[config.mk]
export PLATFORM = sky130hd
export DESIGN_NAME = neighbor_table_parent_select
export DESIGN_NICKNAME = d
export VERILOG_FILES = /design/src/rtl/ntps_pkg.sv /design/src/rtl/ntps_cell.sv /design/src/rtl/neighbor_table_parent_select.sv
export SDC_FILE = /design/constraint.sdc
export NUM_CORES = 2
export LEC_CHECK = 0
export BUFFER_PORTS_ARGS = -buffer_cell sky130_fd_sc_hd__clkbuf_2
export CAP_MARGIN = 20
export CELL_PAD_IN_SITES_DETAIL_PLACEMENT = 0
export CELL_PAD_IN_SITES_GLOBAL_PLACEMENT = 1
export CORE_UTILIZATION = 47
export DETAILED_ROUTE_END_ITERATION = 8
export GPL_TIMING_DRIVEN = 0
export HOLD_SLACK_MARGIN = 0.15
export PLACE_DENSITY = 0.79
export SLEW_MARGIN = 15
export SYNTH_ARGS = -nofsm -noshare
export SYNTH_HDL_FRONTEND = slang
export SYNTH_SLANG_ARGS = --single-unit
[constraint.sdc]
create_clock -name clock -period 4.45 [get_ports clock]
set_input_delay 0.2225 -clock clock [delete_from_list [all_inputs] [get_ports clock]]
set_output_delay 0.2225 -clock clock [all_outputs]
set_load 0.02 [all_outputs]
[src/rtl/ntps_pkg.sv]
// ----------------------------------------------------------------------------
// ntps_pkg: shared types and constants for the neighbor table
// Entry layout, transaction payloads, status and register codes, FSM states.
// ----------------------------------------------------------------------------
package ntps_pkg;

   // table geometry
   localparam int TABLE_ENTRIES_DEF = 10;

   // fixed card acceptance rules
   localparam logic [7:0] CHAN_LOW     = 8'd11;
   localparam logic [7:0] CHAN_HIGH    = 8'd27;
   localparam logic [7:0] CARD_PAYLOAD = 8'd3;

   // configuration reset values
   localparam logic signed [7:0] MIN_RSSI_RST        = -8'sd90;
   localparam logic [7:0]        TIME_TO_LIVE_RST    = 8'd10;
   localparam logic [15:0]       AGE_PERIOD_RST      = 16'd60;
   localparam logic [15:0]       RESELECT_PERIOD_RST = 16'd60;
   localparam logic [7:0]        ETX_LIMIT_RST       = 8'd250;
   localparam logic [7:0]        SLOT_LOW_RST        = 8'd2;
   localparam logic [7:0]        SLOT_HIGH_RST       = 8'd49;

   localparam int CSR_DATA_W  = 16;
   localparam int CSR_INDEX_W = 3;

   typedef enum logic [CSR_INDEX_W-1:0] {
      REG_MIN_RSSI        = 3'd0,
      REG_TIME_TO_LIVE    = 3'd1,
      REG_AGE_PERIOD      = 3'd2,
      REG_RESELECT_PERIOD = 3'd3,
      REG_ETX_LIMIT       = 3'd4,
      REG_SLOT_LOW        = 3'd5,
      REG_SLOT_HIGH       = 3'd6
   } reg_index_type;

   typedef enum logic {
      CMD_CARD = 1'b0,
      CMD_TICK = 1'b1
   } cmd_type;

   typedef enum logic [2:0] {
      STAT_STORED    = 3'd0,
      STAT_BAD_LEN   = 3'd1,
      STAT_WEAK_RSSI = 3'd2,
      STAT_INVALID   = 3'd3,
      STAT_FULL      = 3'd4,
      STAT_TICK_DONE = 3'd5
   } status_type;

   typedef enum logic [1:0] {
      ST_IDLE   = 2'd0,
      ST_DECIDE = 2'd1,
      ST_SCAN   = 2'd2,
      ST_LAST   = 2'd3
   } state_type;

   typedef struct packed {
      cmd_type            cmd;
      logic [15:0]        sender_addr;
      logic signed [7:0]  rssi;
      logic [7:0]         link_quality;
      logic [7:0]         adv_slot;
      logic [7:0]         adv_channel;
      logic [7:0]         adv_etx;
      logic [7:0]         payload_len;
      logic [31:0]        now_seconds;
   } req_type;

   typedef struct packed {
      status_type  status;
      logic        parent_valid;
      logic [15:0] parent_addr;
      logic [7:0]  parent_slot;
      logic [7:0]  parent_channel;
      logic [7:0]  own_etx;
      logic        parent_changed;
   } rsp_type;

   // one neighbor table entry
   typedef struct packed {
      logic              valid;
      logic [15:0]       addr;
      logic [7:0]        ttl;
      logic signed [7:0] rssi;
      logic [7:0]        link_quality;
      logic [7:0]        slot;
      logic [7:0]        channel;
      logic [7:0]        etx;
   } entry_type;

   // per-cell control
   typedef struct packed {
      logic shift;
      logic load;
   } cell_ctl_type;

endpackage

[src/rtl/ntps_cell.sv]
// ----------------------------------------------------------------------------
// ntps_cell: one neighbor table entry in the rotating chain
// Takes its neighbor's entry on shift, or a new entry on load.
// ----------------------------------------------------------------------------
module ntps_cell (
   input  logic                 clock,
   input  logic                 reset,
   input  ntps_pkg::cell_ctl_type ctl,
   input  ntps_pkg::entry_type  shift_in,
   input  ntps_pkg::entry_type  load_in,
   output ntps_pkg::entry_type  entry_out
);

   logic                valid_ff;
   ntps_pkg::entry_type data_ff;

   // valid mark clears at reset
   always_ff @(posedge clock) begin
      if (reset) begin
         valid_ff <= 1'b0;
      end else if (ctl.load) begin
         valid_ff <= load_in.valid;
      end else if (ctl.shift) begin
         valid_ff <= shift_in.valid;
      end
   end

   // payload needs no reset
   always_ff @(posedge clock) begin
      if (ctl.load) begin
         data_ff <= load_in;
      end else if (ctl.shift) begin
         data_ff <= shift_in;
      end
   end

   always_comb begin
      entry_out       = data_ff;
      entry_out.valid = valid_ff;
   end

endmodule

[src/rtl/neighbor_table_parent_select.sv]
// ----------------------------------------------------------------------------
// neighbor_table_parent_select: neighbor table with ETX parent selection
// Stores neighbor cards in a rotating chain of entry cells, ages entries on
// time ticks and picks the lowest-ETX neighbor as parent.
// ----------------------------------------------------------------------------
//
//  channel | ports                            | direction | moves
//  --------+----------------------------------+-----------+---------------------
//  request | req_valid, req_stall, req_data   | in        | card or tick
//  result  | rsp_valid, rsp_stall, rsp_data   | out       | status and parent
//  csr     | csr_write, csr_index, csr_wdata  | in        | register write
//
//  Each transaction passes through capture, a check step, a rotation of the
//  chain once past the head cell, and a commit step. A card with bad fields
//  skips the rotation. The single rotating read point at the head of the
//  chain makes the scan visit the entries one at a time.
//  Reset clears all valid marks at once; no clearing pass follows.
//  A new request is taken while an earlier result still waits in the output
//  register; the commit step holds while that register is full and stalled.
// ----------------------------------------------------------------------------
module neighbor_table_parent_select #(
   parameter int TABLE_ENTRIES = ntps_pkg::TABLE_ENTRIES_DEF
) (
   input  logic                                clock,
   input  logic                                reset,
   input  logic                                req_valid,
   output logic                                req_stall,
   input  ntps_pkg::req_type                   req_data,
   output logic                                rsp_valid,
   input  logic                                rsp_stall,
   output ntps_pkg::rsp_type                   rsp_data,
   input  logic                                csr_write,
   input  logic [ntps_pkg::CSR_INDEX_W-1:0]    csr_index,
   input  logic [ntps_pkg::CSR_DATA_W-1:0]     csr_wdata
);

   localparam int IDX_W = (TABLE_ENTRIES > 1) ? $clog2(TABLE_ENTRIES) : 1;
   localparam logic [IDX_W-1:0] LAST_IDX = IDX_W'(TABLE_ENTRIES - 1);

   // configuration registers
   logic signed [7:0] min_rssi_ff;
   logic [7:0]        ttl_cfg_ff;
   logic [15:0]       age_period_ff;
   logic [15:0]       resel_period_ff;
   logic [7:0]        etx_limit_ff;
   logic [7:0]        slot_low_ff;
   logic [7:0]        slot_high_ff;

   // control
   ntps_pkg::state_type state_ff, state_in;
   ntps_pkg::req_type   req_ff;
   logic [IDX_W-1:0]    idx_ff;
   logic                due_ff;
   logic                bad_ff;
   ntps_pkg::status_type status_ff;

   // scan trackers
   logic              match_found_ff;
   logic [IDX_W-1:0]  match_idx_ff;
   logic              free_found_ff;
   logic [IDX_W-1:0]  free_idx_ff;
   logic              best_found_ff;
   logic [IDX_W-1:0]  best_idx_ff;
   logic [7:0]        best_etx_ff;
   logic signed [7:0] best_rssi_ff;
   logic [15:0]       best_addr_ff;
   logic [7:0]        best_slot_ff;
   logic [7:0]        best_chan_ff;
   logic              par_ok_ff;

   // parent state and its shadow copy of the entry
   logic              parent_held_ff, parent_held_in;
   logic [IDX_W-1:0]  parent_idx_ff, parent_idx_in;
   logic [15:0]       par_addr_ff, par_addr_in;
   logic [7:0]        par_slot_ff, par_slot_in;
   logic [7:0]        par_chan_ff, par_chan_in;
   logic [7:0]        own_cost_ff, own_cost_in;
   logic [31:0]       last_resel_ff, last_resel_in;
   logic [31:0]       last_age_ff;

   // result register
   logic              rsp_valid_ff, rsp_valid_in;
   ntps_pkg::rsp_type rsp_ff, rsp_in;

   // chain
   ntps_pkg::entry_type    cell_q [TABLE_ENTRIES];
   ntps_pkg::cell_ctl_type cell_ctl [TABLE_ENTRIES];
   ntps_pkg::entry_type    head, aged, tail_feed, new_entry;

   logic                 accept, rsp_free, finish, is_tick, better;
   logic                 age_due, held_keep, elapsed, do_select, store_ok, changed;
   logic [IDX_W-1:0]     target;
   ntps_pkg::status_type check_status, fin_status;

   assign accept   = req_valid && !req_stall;
   assign rsp_free = !rsp_valid_ff || !rsp_stall;
   assign finish   = (state_ff == ntps_pkg::ST_LAST) && rsp_free;
   assign is_tick  = (req_ff.cmd == ntps_pkg::CMD_TICK);

   // --------------------------------------------------------------------
   // Configuration writes
   // --------------------------------------------------------------------
   always_ff @(posedge clock) begin
      if (reset) begin
         min_rssi_ff     <= ntps_pkg::MIN_RSSI_RST;
         ttl_cfg_ff      <= ntps_pkg::TIME_TO_LIVE_RST;
         age_period_ff   <= ntps_pkg::AGE_PERIOD_RST;
         resel_period_ff <= ntps_pkg::RESELECT_PERIOD_RST;
         etx_limit_ff    <= ntps_pkg::ETX_LIMIT_RST;
         slot_low_ff     <= ntps_pkg::SLOT_LOW_RST;
         slot_high_ff    <= ntps_pkg::SLOT_HIGH_RST;
      end else if (csr_write) begin
         case (csr_index)
            ntps_pkg::REG_MIN_RSSI:        min_rssi_ff     <= $signed(csr_wdata[7:0]);
            ntps_pkg::REG_TIME_TO_LIVE:    ttl_cfg_ff      <= csr_wdata[7:0];
            ntps_pkg::REG_AGE_PERIOD:      age_period_ff   <= csr_wdata;
            ntps_pkg::REG_RESELECT_PERIOD: resel_period_ff <= csr_wdata;
            ntps_pkg::REG_ETX_LIMIT:       etx_limit_ff    <= csr_wdata[7:0];
            ntps_pkg::REG_SLOT_LOW:        slot_low_ff     <= csr_wdata[7:0];
            ntps_pkg::REG_SLOT_HIGH:       slot_high_ff    <= csr_wdata[7:0];
            default: ;
         endcase
      end
   end

   // --------------------------------------------------------------------
   // Card checks: length, then signal strength, then field ranges
   // --------------------------------------------------------------------
   always_comb begin
      if (req_ff.payload_len != ntps_pkg::CARD_PAYLOAD) begin
         check_status = ntps_pkg::STAT_BAD_LEN;
      end else if ($signed(req_ff.rssi) < $signed(min_rssi_ff)) begin
         check_status = ntps_pkg::STAT_WEAK_RSSI;
      end else if ((req_ff.adv_slot < slot_low_ff) || (req_ff.adv_slot > slot_high_ff) ||
                   (req_ff.adv_channel < ntps_pkg::CHAN_LOW) ||
                   (req_ff.adv_channel > ntps_pkg::CHAN_HIGH) ||
                   (req_ff.adv_etx >= etx_limit_ff)) begin
         check_status = ntps_pkg::STAT_INVALID;
      end else begin
         check_status = ntps_pkg::STAT_STORED;
      end
   end

   // aging is due once the period has passed, with wrapping time
   assign age_due = (req_ff.now_seconds - last_age_ff) >= {16'd0, age_period_ff};

   // --------------------------------------------------------------------
   // Head cell: aging and best-parent compare on the entry passing by
   // --------------------------------------------------------------------
   assign head = cell_q[0];

   always_comb begin
      aged = head;
      if (is_tick && due_ff && head.valid) begin
         aged.ttl   = (head.ttl == 8'd0) ? 8'd0 : head.ttl - 8'd1;
         aged.valid = (head.ttl > 8'd1);
      end
      tail_feed = is_tick ? aged : head;
      better = aged.valid &&
               (!best_found_ff || (aged.etx < best_etx_ff) ||
                ((aged.etx == best_etx_ff) && ($signed(aged.rssi) > $signed(best_rssi_ff))));
   end

   // --------------------------------------------------------------------
   // Commit step: store the card or resolve the parent
   // --------------------------------------------------------------------
   always_comb begin
      target   = match_found_ff ? match_idx_ff : free_idx_ff;
      store_ok = !bad_ff && (match_found_ff || free_found_ff);

      new_entry.valid        = 1'b1;
      new_entry.addr         = req_ff.sender_addr;
      new_entry.ttl          = ttl_cfg_ff;
      new_entry.rssi         = req_ff.rssi;
      new_entry.link_quality = req_ff.link_quality;
      new_entry.slot         = req_ff.adv_slot;
      new_entry.channel      = req_ff.adv_channel;
      new_entry.etx          = req_ff.adv_etx;

      parent_held_in = parent_held_ff;
      parent_idx_in  = parent_idx_ff;
      par_addr_in    = par_addr_ff;
      par_slot_in    = par_slot_ff;
      par_chan_in    = par_chan_ff;
      own_cost_in    = own_cost_ff;
      last_resel_in  = last_resel_ff;
      changed        = 1'b0;

      held_keep = parent_held_ff && par_ok_ff;
      elapsed   = (req_ff.now_seconds - last_resel_ff) >= {16'd0, resel_period_ff};
      do_select = !held_keep || elapsed;

      if (is_tick) begin
         fin_status     = ntps_pkg::STAT_TICK_DONE;
         parent_held_in = held_keep;
         if (held_keep && elapsed) begin
            last_resel_in = req_ff.now_seconds;
         end
         if (do_select && best_found_ff) begin
            last_resel_in  = req_ff.now_seconds;
            own_cost_in    = best_etx_ff + 8'd1;
            changed        = !(held_keep && (parent_idx_ff == best_idx_ff));
            parent_held_in = 1'b1;
            parent_idx_in  = best_idx_ff;
            par_addr_in    = best_addr_ff;
            par_slot_in    = best_slot_ff;
            par_chan_in    = best_chan_ff;
         end
      end else if (bad_ff) begin
         fin_status = status_ff;
      end else if (store_ok) begin
         fin_status = ntps_pkg::STAT_STORED;
         // keep the parent shadow in step with its entry
         if (parent_held_ff && (parent_idx_ff == target)) begin
            par_addr_in = req_ff.sender_addr;
            par_slot_in = req_ff.adv_slot;
            par_chan_in = req_ff.adv_channel;
         end
      end else begin
         fin_status = ntps_pkg::STAT_FULL;
      end

      rsp_in.status         = fin_status;
      rsp_in.parent_valid   = parent_held_in;
      rsp_in.parent_addr    = parent_held_in ? par_addr_in : 16'd0;
      rsp_in.parent_slot    = parent_held_in ? par_slot_in : 8'd0;
      rsp_in.parent_channel = parent_held_in ? par_chan_in : 8'd0;
      rsp_in.own_etx        = own_cost_in;
      rsp_in.parent_changed = changed;
   end

   // --------------------------------------------------------------------
   // FSM: next state
   // --------------------------------------------------------------------
   always_comb begin
      state_in = state_ff;
      case (state_ff)
         ntps_pkg::ST_IDLE: begin
            if (req_valid) state_in = ntps_pkg::ST_DECIDE;
         end
         ntps_pkg::ST_DECIDE: begin
            if (!is_tick && (check_status != ntps_pkg::STAT_STORED)) begin
               state_in = ntps_pkg::ST_LAST;
            end else begin
               state_in = ntps_pkg::ST_SCAN;
            end
         end
         ntps_pkg::ST_SCAN: begin
            if (idx_ff == LAST_IDX) state_in = ntps_pkg::ST_LAST;
         end
         ntps_pkg::ST_LAST: begin
            if (rsp_free) state_in = ntps_pkg::ST_IDLE;
         end
         default: state_in = ntps_pkg::ST_IDLE;
      endcase
   end

   // --------------------------------------------------------------------
   // FSM: outputs
   // --------------------------------------------------------------------
   always_comb begin
      req_stall    = (state_ff != ntps_pkg::ST_IDLE);
      rsp_valid_in = finish || (rsp_valid_ff && rsp_stall);
   end

   always_ff @(posedge clock) begin
      if (reset) begin
         state_ff     <= ntps_pkg::ST_IDLE;
         rsp_valid_ff <= 1'b0;
      end else begin
         state_ff     <= state_in;
         rsp_valid_ff <= rsp_valid_in;
      end
   end

   // --------------------------------------------------------------------
   // Per-item datapath
   // --------------------------------------------------------------------
   always_ff @(posedge clock) begin
      if (accept) begin
         req_ff <= req_data;
      end
      if (finish) begin
         rsp_ff <= rsp_in;
      end
      case (state_ff)
         ntps_pkg::ST_DECIDE: begin
            idx_ff         <= '0;
            due_ff         <= age_due;
            bad_ff         <= !is_tick && (check_status != ntps_pkg::STAT_STORED);
            status_ff      <= check_status;
            match_found_ff <= 1'b0;
            free_found_ff  <= 1'b0;
            best_found_ff  <= 1'b0;
            par_ok_ff      <= 1'b0;
         end
         ntps_pkg::ST_SCAN: begin
            idx_ff <= (idx_ff == LAST_IDX) ? '0 : idx_ff + 1'b1;
            if (is_tick) begin
               if (better) begin
                  best_found_ff <= 1'b1;
                  best_idx_ff   <= idx_ff;
                  best_etx_ff   <= aged.etx;
                  best_rssi_ff  <= aged.rssi;
                  best_addr_ff  <= aged.addr;
                  best_slot_ff  <= aged.slot;
                  best_chan_ff  <= aged.channel;
               end
               if (idx_ff == parent_idx_ff) par_ok_ff <= aged.valid;
            end else begin
               if (head.valid && (head.addr == req_ff.sender_addr) && !match_found_ff) begin
                  match_found_ff <= 1'b1;
                  match_idx_ff   <= idx_ff;
               end
               if (!head.valid && !free_found_ff) begin
                  free_found_ff <= 1'b1;
                  free_idx_ff   <= idx_ff;
               end
            end
         end
         default: ;
      endcase
   end

   // parent and timing state
   always_ff @(posedge clock) begin
      if (reset) begin
         parent_held_ff <= 1'b0;
         parent_idx_ff  <= '0;
         own_cost_ff    <= 8'd0;
         last_resel_ff  <= 32'd0;
         last_age_ff    <= 32'd0;
      end else begin
         if ((state_ff == ntps_pkg::ST_DECIDE) && is_tick && age_due) begin
            last_age_ff <= req_ff.now_seconds;
         end
         if (finish) begin
            parent_held_ff <= parent_held_in;
            parent_idx_ff  <= parent_idx_in;
            own_cost_ff    <= own_cost_in;
            last_resel_ff  <= last_resel_in;
         end
      end
   end

   always_ff @(posedge clock) begin
      if (finish) begin
         par_addr_ff <= par_addr_in;
         par_slot_ff <= par_slot_in;
         par_chan_ff <= par_chan_in;
      end
   end

   // --------------------------------------------------------------------
   // Chain of entry cells; rotate toward the head, head re-enters at the tail
   // --------------------------------------------------------------------
   for (genvar i = 0; i < TABLE_ENTRIES; i++) begin : g_cell
      ntps_pkg::entry_type shift_src;

      if (i == TABLE_ENTRIES - 1) begin : g_tail
         assign shift_src = tail_feed;
      end else begin : g_mid
         assign shift_src = cell_q[i+1];
      end

      assign cell_ctl[i].shift = (state_ff == ntps_pkg::ST_SCAN);
      assign cell_ctl[i].load  = finish && !is_tick && store_ok &&
                                 (target == IDX_W'(i));

      ntps_cell u_cell (
         .clock     (clock),
         .reset     (reset),
         .ctl       (cell_ctl[i]),
         .shift_in  (shift_src),
         .load_in   (new_entry),
         .entry_out (cell_q[i])
      );
   end

   assign rsp_valid = rsp_valid_ff;
   assign rsp_data  = rsp_ff;

   // --------------------------------------------------------------------
   // Assertions
   // --------------------------------------------------------------------
   a_parent_in_table: assert property (@(posedge clock) disable iff (reset)
      parent_held_ff |-> (int'(parent_idx_ff) < TABLE_ENTRIES))
      else $error("parent index outside the table");

   a_no_parent_zero: assert property (@(posedge clock) disable iff (reset)
      (rsp_valid_ff && !rsp_ff.parent_valid) |->
         ((rsp_ff.parent_addr == 16'd0) && (rsp_ff.parent_slot == 8'd0) &&
          (rsp_ff.parent_channel == 8'd0)))
      else $error("parent fields not cleared without a parent");

   a_card_no_change: assert property (@(posedge clock) disable iff (reset)
      (rsp_valid_ff && (rsp_ff.status != ntps_pkg::STAT_TICK_DONE)) |->
         !rsp_ff.parent_changed)
      else $error("card transaction reported a parent change");

   a_commit_returns_idle: assert property (@(posedge clock) disable iff (reset)
      finish |=> ((state_ff == ntps_pkg::ST_IDLE) && rsp_valid_ff))
      else $error("commit did not deliver a result");

   a_scan_runs_full: assert property (@(posedge clock) disable iff (reset)
      ((state_ff == ntps_pkg::ST_SCAN) && (idx_ff != LAST_IDX)) |=>
         (state_ff == ntps_pkg::ST_SCAN))
      else $error("rotation ended early");

endmodule

# Word-level counts from Yosys, hierarchy flattened
# Cells that the tools add are included.
# classes
n_addsub	5
order_cmp	11
n_eq_ne	34
mux	90
bitwise_logic	1
n_reduce_logical	88
# ops
operator	count
$mux 64	20
$mux 8	14
$mux 16	5
$mux 65	1
$ge 32x16->1	2
$mux 32	2
$sub 32x32->32	2
$mux 1	32
$logic_and 1x1->1	31
$reduce_and 3->1	10
$reduce_bool 2->1	13
$lt 8x8->1	3
$eq 16x16->1	1
$eq 4x3->1 const B	4
$gt 8x8->1	2
$reduce_and 2->1	8
$eq 4x4->1	3
$eq 4x4->1 const B	3
$mux 2	6
$logic_not 1->1	11
$logic_or 1x1->1	10
$ne 2x1->1 const B	5
$eq 3x3->1 const B	3
$add 8x1->8 const B	1
other kinds (26)	37
# word_totals
regBits	1049
input_bits	121
output_inout_bits	47
wordCells	358

# Depth between registers and ports, before layout
# logic_depth
word_depth	12
depth_mapped	23
mapped_depth_nobuf	22

# Cells and area by module
# A second synthesis with hierarchy kept.
# unflattened
cells_unflattened	3577
hier_area_um2	50464.6
# by_module_without_submodules
mod	instances	cells_each	area_per_inst_um2	seq_area_each_um2
ntps_cell	10	142	2870.3	1941.9
neighbor_table_parent_select	1	2157	21762.1	10430.0

# Least setup slack after synthesis
# OpenSTA, ideal clock, no wires.
# synth_path
path_kind	flip-flop to flip-flop
startpoint	register req_ff[0] in the netlist's numbering
endpoint	register rsp_ff (netlist bit rsp_data[11]) (data pin)
setup_ns	0.170
arrival_ns	4.482
t_required_ns	4.280
slack_ns	-0.202
stages_incl_launch_ff	22
path_buffers	1
period_less_slack_ns	4.652
path_cell_list	edfxtp_1 -> inv_1 -> ha_1 -> fa_1 -> nand2b_1 -> a21oi_1 -> o211ai_1 -> a211oi_1 -> nor2_1 -> xnor2_1 -> ha_1 -> nor2b_1 -> o21ai_0 -> nor4bb_1 -> o2111ai_1 -> a2111oi_0 -> nand3_1 -> or4_4 -> o21bai_4 -> buf_6 -> nor2_1 -> nor4_2
# synth_between
elab_chain_cells	6
word_cells_on_any_way	8
# synth_lines
item	line_no	text
start: declaration	neighbor_table_parent_select.sv:51	ntps_pkg::req_type req_ff;
start signal: assignment	neighbor_table_parent_select.sv:281	req_ff <= req_data;
$sub 32x32->32 (*)	neighbor_table_parent_select.sv:190	elapsed = (req_ff.now_seconds - last_resel_ff) >= {16'd0, resel_period_ff};
$ge 32x16->1 (*)	neighbor_table_parent_select.sv:190	
$logic_or 1x1->1 (*)	neighbor_table_parent_select.sv:191	do_select = !held_keep || elapsed;
$logic_and 1x1->1 (*)	neighbor_table_parent_select.sv:199	if (do_select && best_found_ff) begin
$mux 8 / $mux 1 (equally long branches)	neighbor_table_parent_select.sv:199	
$mux 8 / $mux 1 (equally long branches)	neighbor_table_parent_select.sv:193	if (is_tick) begin
end signal: assignment	neighbor_table_parent_select.sv:284	rsp_ff <= rsp_in;
end: declaration	neighbor_table_parent_select.sv:83	ntps_pkg::rsp_type rsp_ff, rsp_in;
# Mark *: on every way between the ends. The rest lies on a longest branch, timed or not.
# A chain may end at the register's enable or synchronous reset.

# Worst setup path after layout
# layout_path
startpoint	register req_ff[6] in the netlist's numbering
endpoint	register rsp_ff (netlist bit rsp_data[15]) (data pin)
# The elaborated chain is that of the path after synthesis.

==> impl_metrics.env <==
export IMPL_synthFlopType="edfxtp_1"
export IMPL_synthArstFlopShare_pct=0
export IMPL_netlist_area_um2=45300
export IMPL_root_buffer="clkbuf_16"
export IMPL_start_kind="register"
export IMPL_drtIter0Drc=2696
export IMPL_die_area_um2=97600
export IMPL_synth_seq_cells=960
export IMPL_p_int_w=0.0202
export IMPL_drv_slew=0
export IMPL_hold_viol_final=0
export IMPL_clock_latency_ns=0.69
export IMPL_fin_skew_ns=0.0402
export IMPL_finalCriticalPeriod_ns=5.05
export IMPL_routedWlPerCell_um=23.3
export IMPL_grt_max_degree=52
export IMPL_swShare_pct=30.9
export IMPL_synth_cells=3494
export IMPL_yosysSeqAreaShare_pct=60.1
export IMPL_cts_buffers=101
export IMPL_io_pins=168
export IMPL_multi_input_area_um2=17600
export IMPL_grt_remaining_overflow=0
export IMPL_synth_edff_count=798
export IMPL_required_ns=4.89
export IMPL_seqCellArea_um2=27200
export IMPL_ir_drop_mv=0.342
export IMPL_status="finished, violations left"
export IMPL_p_leak_nw=19.1
export IMPL_cellPowerDensity_nw_per_um2=539
export IMPL_p_total_w=0.0292
export IMPL_worstPathMaxFanout=5
export IMPL_synth_distinct_cells=71
export IMPL_clkTransAtPathRegs_ns=0.06
export IMPL_ys_warn_count=0
export IMPL_synth_commonest_cells="edfxtp_1 (798), mux2_2 (527), nand2_1 (269)"
export IMPL_post_route_period_util_pct=113
export IMPL_tightest_slew_ns=1.24
export IMPL_dr_pass1_iters=5
export IMPL_route_detailed_drc=0
export IMPL_synth_nets=3767
export IMPL_max_slew_margin_rel_pct=17.2
export IMPL_min_path_type="input port to register"
export IMPL_cts_tree="yes"
export IMPL_portBuffers=158
export IMPL_switching_power_w=0.00904
export IMPL_clock_power_share_pct=28.8
export IMPL_synth_most_common_cell="edfxtp_1"
export IMPL_die_h_um=312
export IMPL_synth_area_leaders="edfxtp_1 (53%), mux2_2 (13%), dfxtp_1 (7.2%)"
export IMPL_synth_top_area_share_pct=52.9
export IMPL_power_frac_comb_pct=26.6
export IMPL_grt_pass1_vias=29232
export IMPL_hpwlAfterDp_mm=81.3
export IMPL_synth_top_cell_by_area="edfxtp_1"
export IMPL_fmax_mhz=198
export IMPL_cts_sinks=960
export IMPL_fill_cells=7860
export IMPL_vias=29613
export IMPL_wirelength_mm=123
export IMPL_drive_above_1_share_pct=28.4
export IMPL_coreArea_um2=95300
export IMPL_dp_slack_ns=-1.89
export IMPL_cap_violations=0
export IMPL_gp_congestion=0.898
export IMPL_layout_setup_ws_ns=-0.600
export IMPL_cp_arrival_ns=5.49
export IMPL_worst_setup_path_type="register to register"
export IMPL_setup_viol=150
export IMPL_crit_path_end_kind="register"
export IMPL_violations="setup timing"
export IMPL_rows=113
export IMPL_syn_area_per_cell_um2=13.0
export IMPL_via_per_inst=5.59
export IMPL_grt_pass1_wl_mm=182
export IMPL_cts_buffer_depth=3
export IMPL_rsz0062_at_grt="true"
export IMPL_grtUsageTotal_pct=24.8
export IMPL_die_w_um=312
export IMPL_syn2layout_area_growth_pct=19.7
export IMPL_power_frac_seq_pct=44.6
export IMPL_antenna_found_initial=4
export IMPL_start_util_pct=47.5
export IMPL_fin_nets=4215
export IMPL_htreeDepth=3
export IMPL_ant_nets=0
==> registers in the layout, summed over array words and instances, names as in the netlist, 10 cells and up <==
register                 cells
resel_period_ff             16
g_cell.u_cell.valid_ff      10
age_period_ff               16
last_resel_ff               32
g_cell.u_cell.entry_out    560
best_addr_ff                16
req_ff                      40
rsp_data                    45
new_entry                   48
par_addr_ff                 16
last_age_ff                 32
==> cells in the final DEF, fill, tap and decap left out, types with 17 or more instances in the layout <==
cell	instances
a211o_1	17
nor3_1	40
nor2b_1	18
nor3_2	34
a21oi_2	18
clkbuf_16	107
nand2_1	259
nor2_4	29
clkbuf_1	179
a21oi_1	129
nor2_1	186
edfxtp_1	798
dfxtp_1	162
mux2i_1	86
nor4_2	23
mux2_2	525
nor2_2	31
xor2_1	34
a21o_1	33
ha_1	137
inv_1	167
dlygate4sd3_1	114
xnor2_1	47
clkbuf_2	158
buf_12	22
o21a_1	27
nand3_1	33
nand2b_1	88
clkinv_1	33
o21ai_0	127
nand4_1	20
buf_4	35
==> cells by family after synthesis <==
family,Yosys count,synth area share (%)
multiplexers,618,15.1
AO/OA/AOI/OAI,466,6.30
buffers and inverters,368,3.38
flip-flops,960,60.1
AND/OR/NAND/NOR,848,9.33
XOR/XNOR,82,1.59
adder cells (fa/ha/maj),152,4.23
==> power groups by stage <==
| stage | registers [W] | clock network [W] | logic (W) |
|---|---|---|---|
| 6_report | 0.0130 | 0.00840 | 0.00777 |
| 3_5_place_dp | 0.0132 | 0 | 0.00673 |
| 5_1_grt | 0.0132 | 0.00881 | 0.00843 |
| 3_3_place_gp | 0.0133 | 0 | 0.00647 |
| 4_1_cts | 0.0130 | 0.00851 | 0.00738 |
| 2_1_floorplan | 0.0129 | 0 | 0.00462 |
==> per-stage QoR <==
step / TNS [ns] / utilization, % / cells / hold slack, ns / cell area [µm²]
2_1_floorplan: 0 / - / 3494 / 0.321 / 45300
3_3_place_gp: -1330.17 / 50.1 / 4917 / 0.399 / 47700
3_5_place_dp: -192.70 / 50.5 / 4934 / 0.401 / 48200
4_1_cts: -77.64 / 56.0 / 5270 / 0.205 / 53400
5_1_grt: -96.50 / 56.9 / 5292 / 0.216 / 54200
6_report: -58.70 / 56.9 / 5293 / 0.240 / 54200
==> cell type report <==
| type | instances | share of cell area, % |
|---|---|---|
| Tap cell | 1265 | 2.92 |
| Clock inverter | 64 | 1.12 |
| Sequential cell | 960 | 50.2 |
| Timing Repair Buffer | 348 | 5.47 |
| Inverter | 168 | 1.16 |
| Clock buffer | 123 | 4.87 |
| Multi-Input combinational cell | 2166 | 32.5 |
| Buffer | 197 | 1.81 |
| Antenna cell | 2 | 0.00923 |
==> path summary, 6_finish.rpt <==
kind | from | endpoint | slack (ns) | cells past startpoint
max reg2reg | req_ff[6] | rsp_data[15] | -0.60 | 20
max | req_ff[6] | rsp_data[15] | -0.60 | 20
min reg2reg | g_cell[0].u_cell.entry_out[23] | best_slot_ff[7] | 0.45 | 0
min | req_data[62] | new_entry[22] | 0.24 | 2
==> metal layers <==
metal,track usage [%],routed length (µm)
met3,4.17,7750
met2,40.2,58400
met5,0,0
met4,8.07,3850
met1,34.0,53200
==> repair_timing <==
action,in CTS,in global routing
gates resized for setup,121,153
buffers inserted,35,18
cloned,3,5
hold buffers,112,0
hold endpoints to repair,186,0
pin swaps,55,48
endpoints found under the setup margin,150,185
==> critical path, cell delays in order, from the launching register on <==
cell,delay (ns)
edfxtp_1,0.52
ha_4,0.31
a21oi_1,0.21
o21ai_1,0.14
a221oi_2,0.33
nand2_1,0.17
xor2_2,0.19
ha_1,0.31
a21oi_2,0.19
nor2b_4,0.05
o21ai_2,0.19
nor4bb_4,0.23
o2111ai_2,0.17
a2111oi_2,0.22
nand3_1,0.14
or4_4,0.53
o21bai_4,0.19
buf_12,0.17
buf_12,0.14
nor2_4,0.04
nor4_4,0.36
Power figures use the tool's default switching activity.
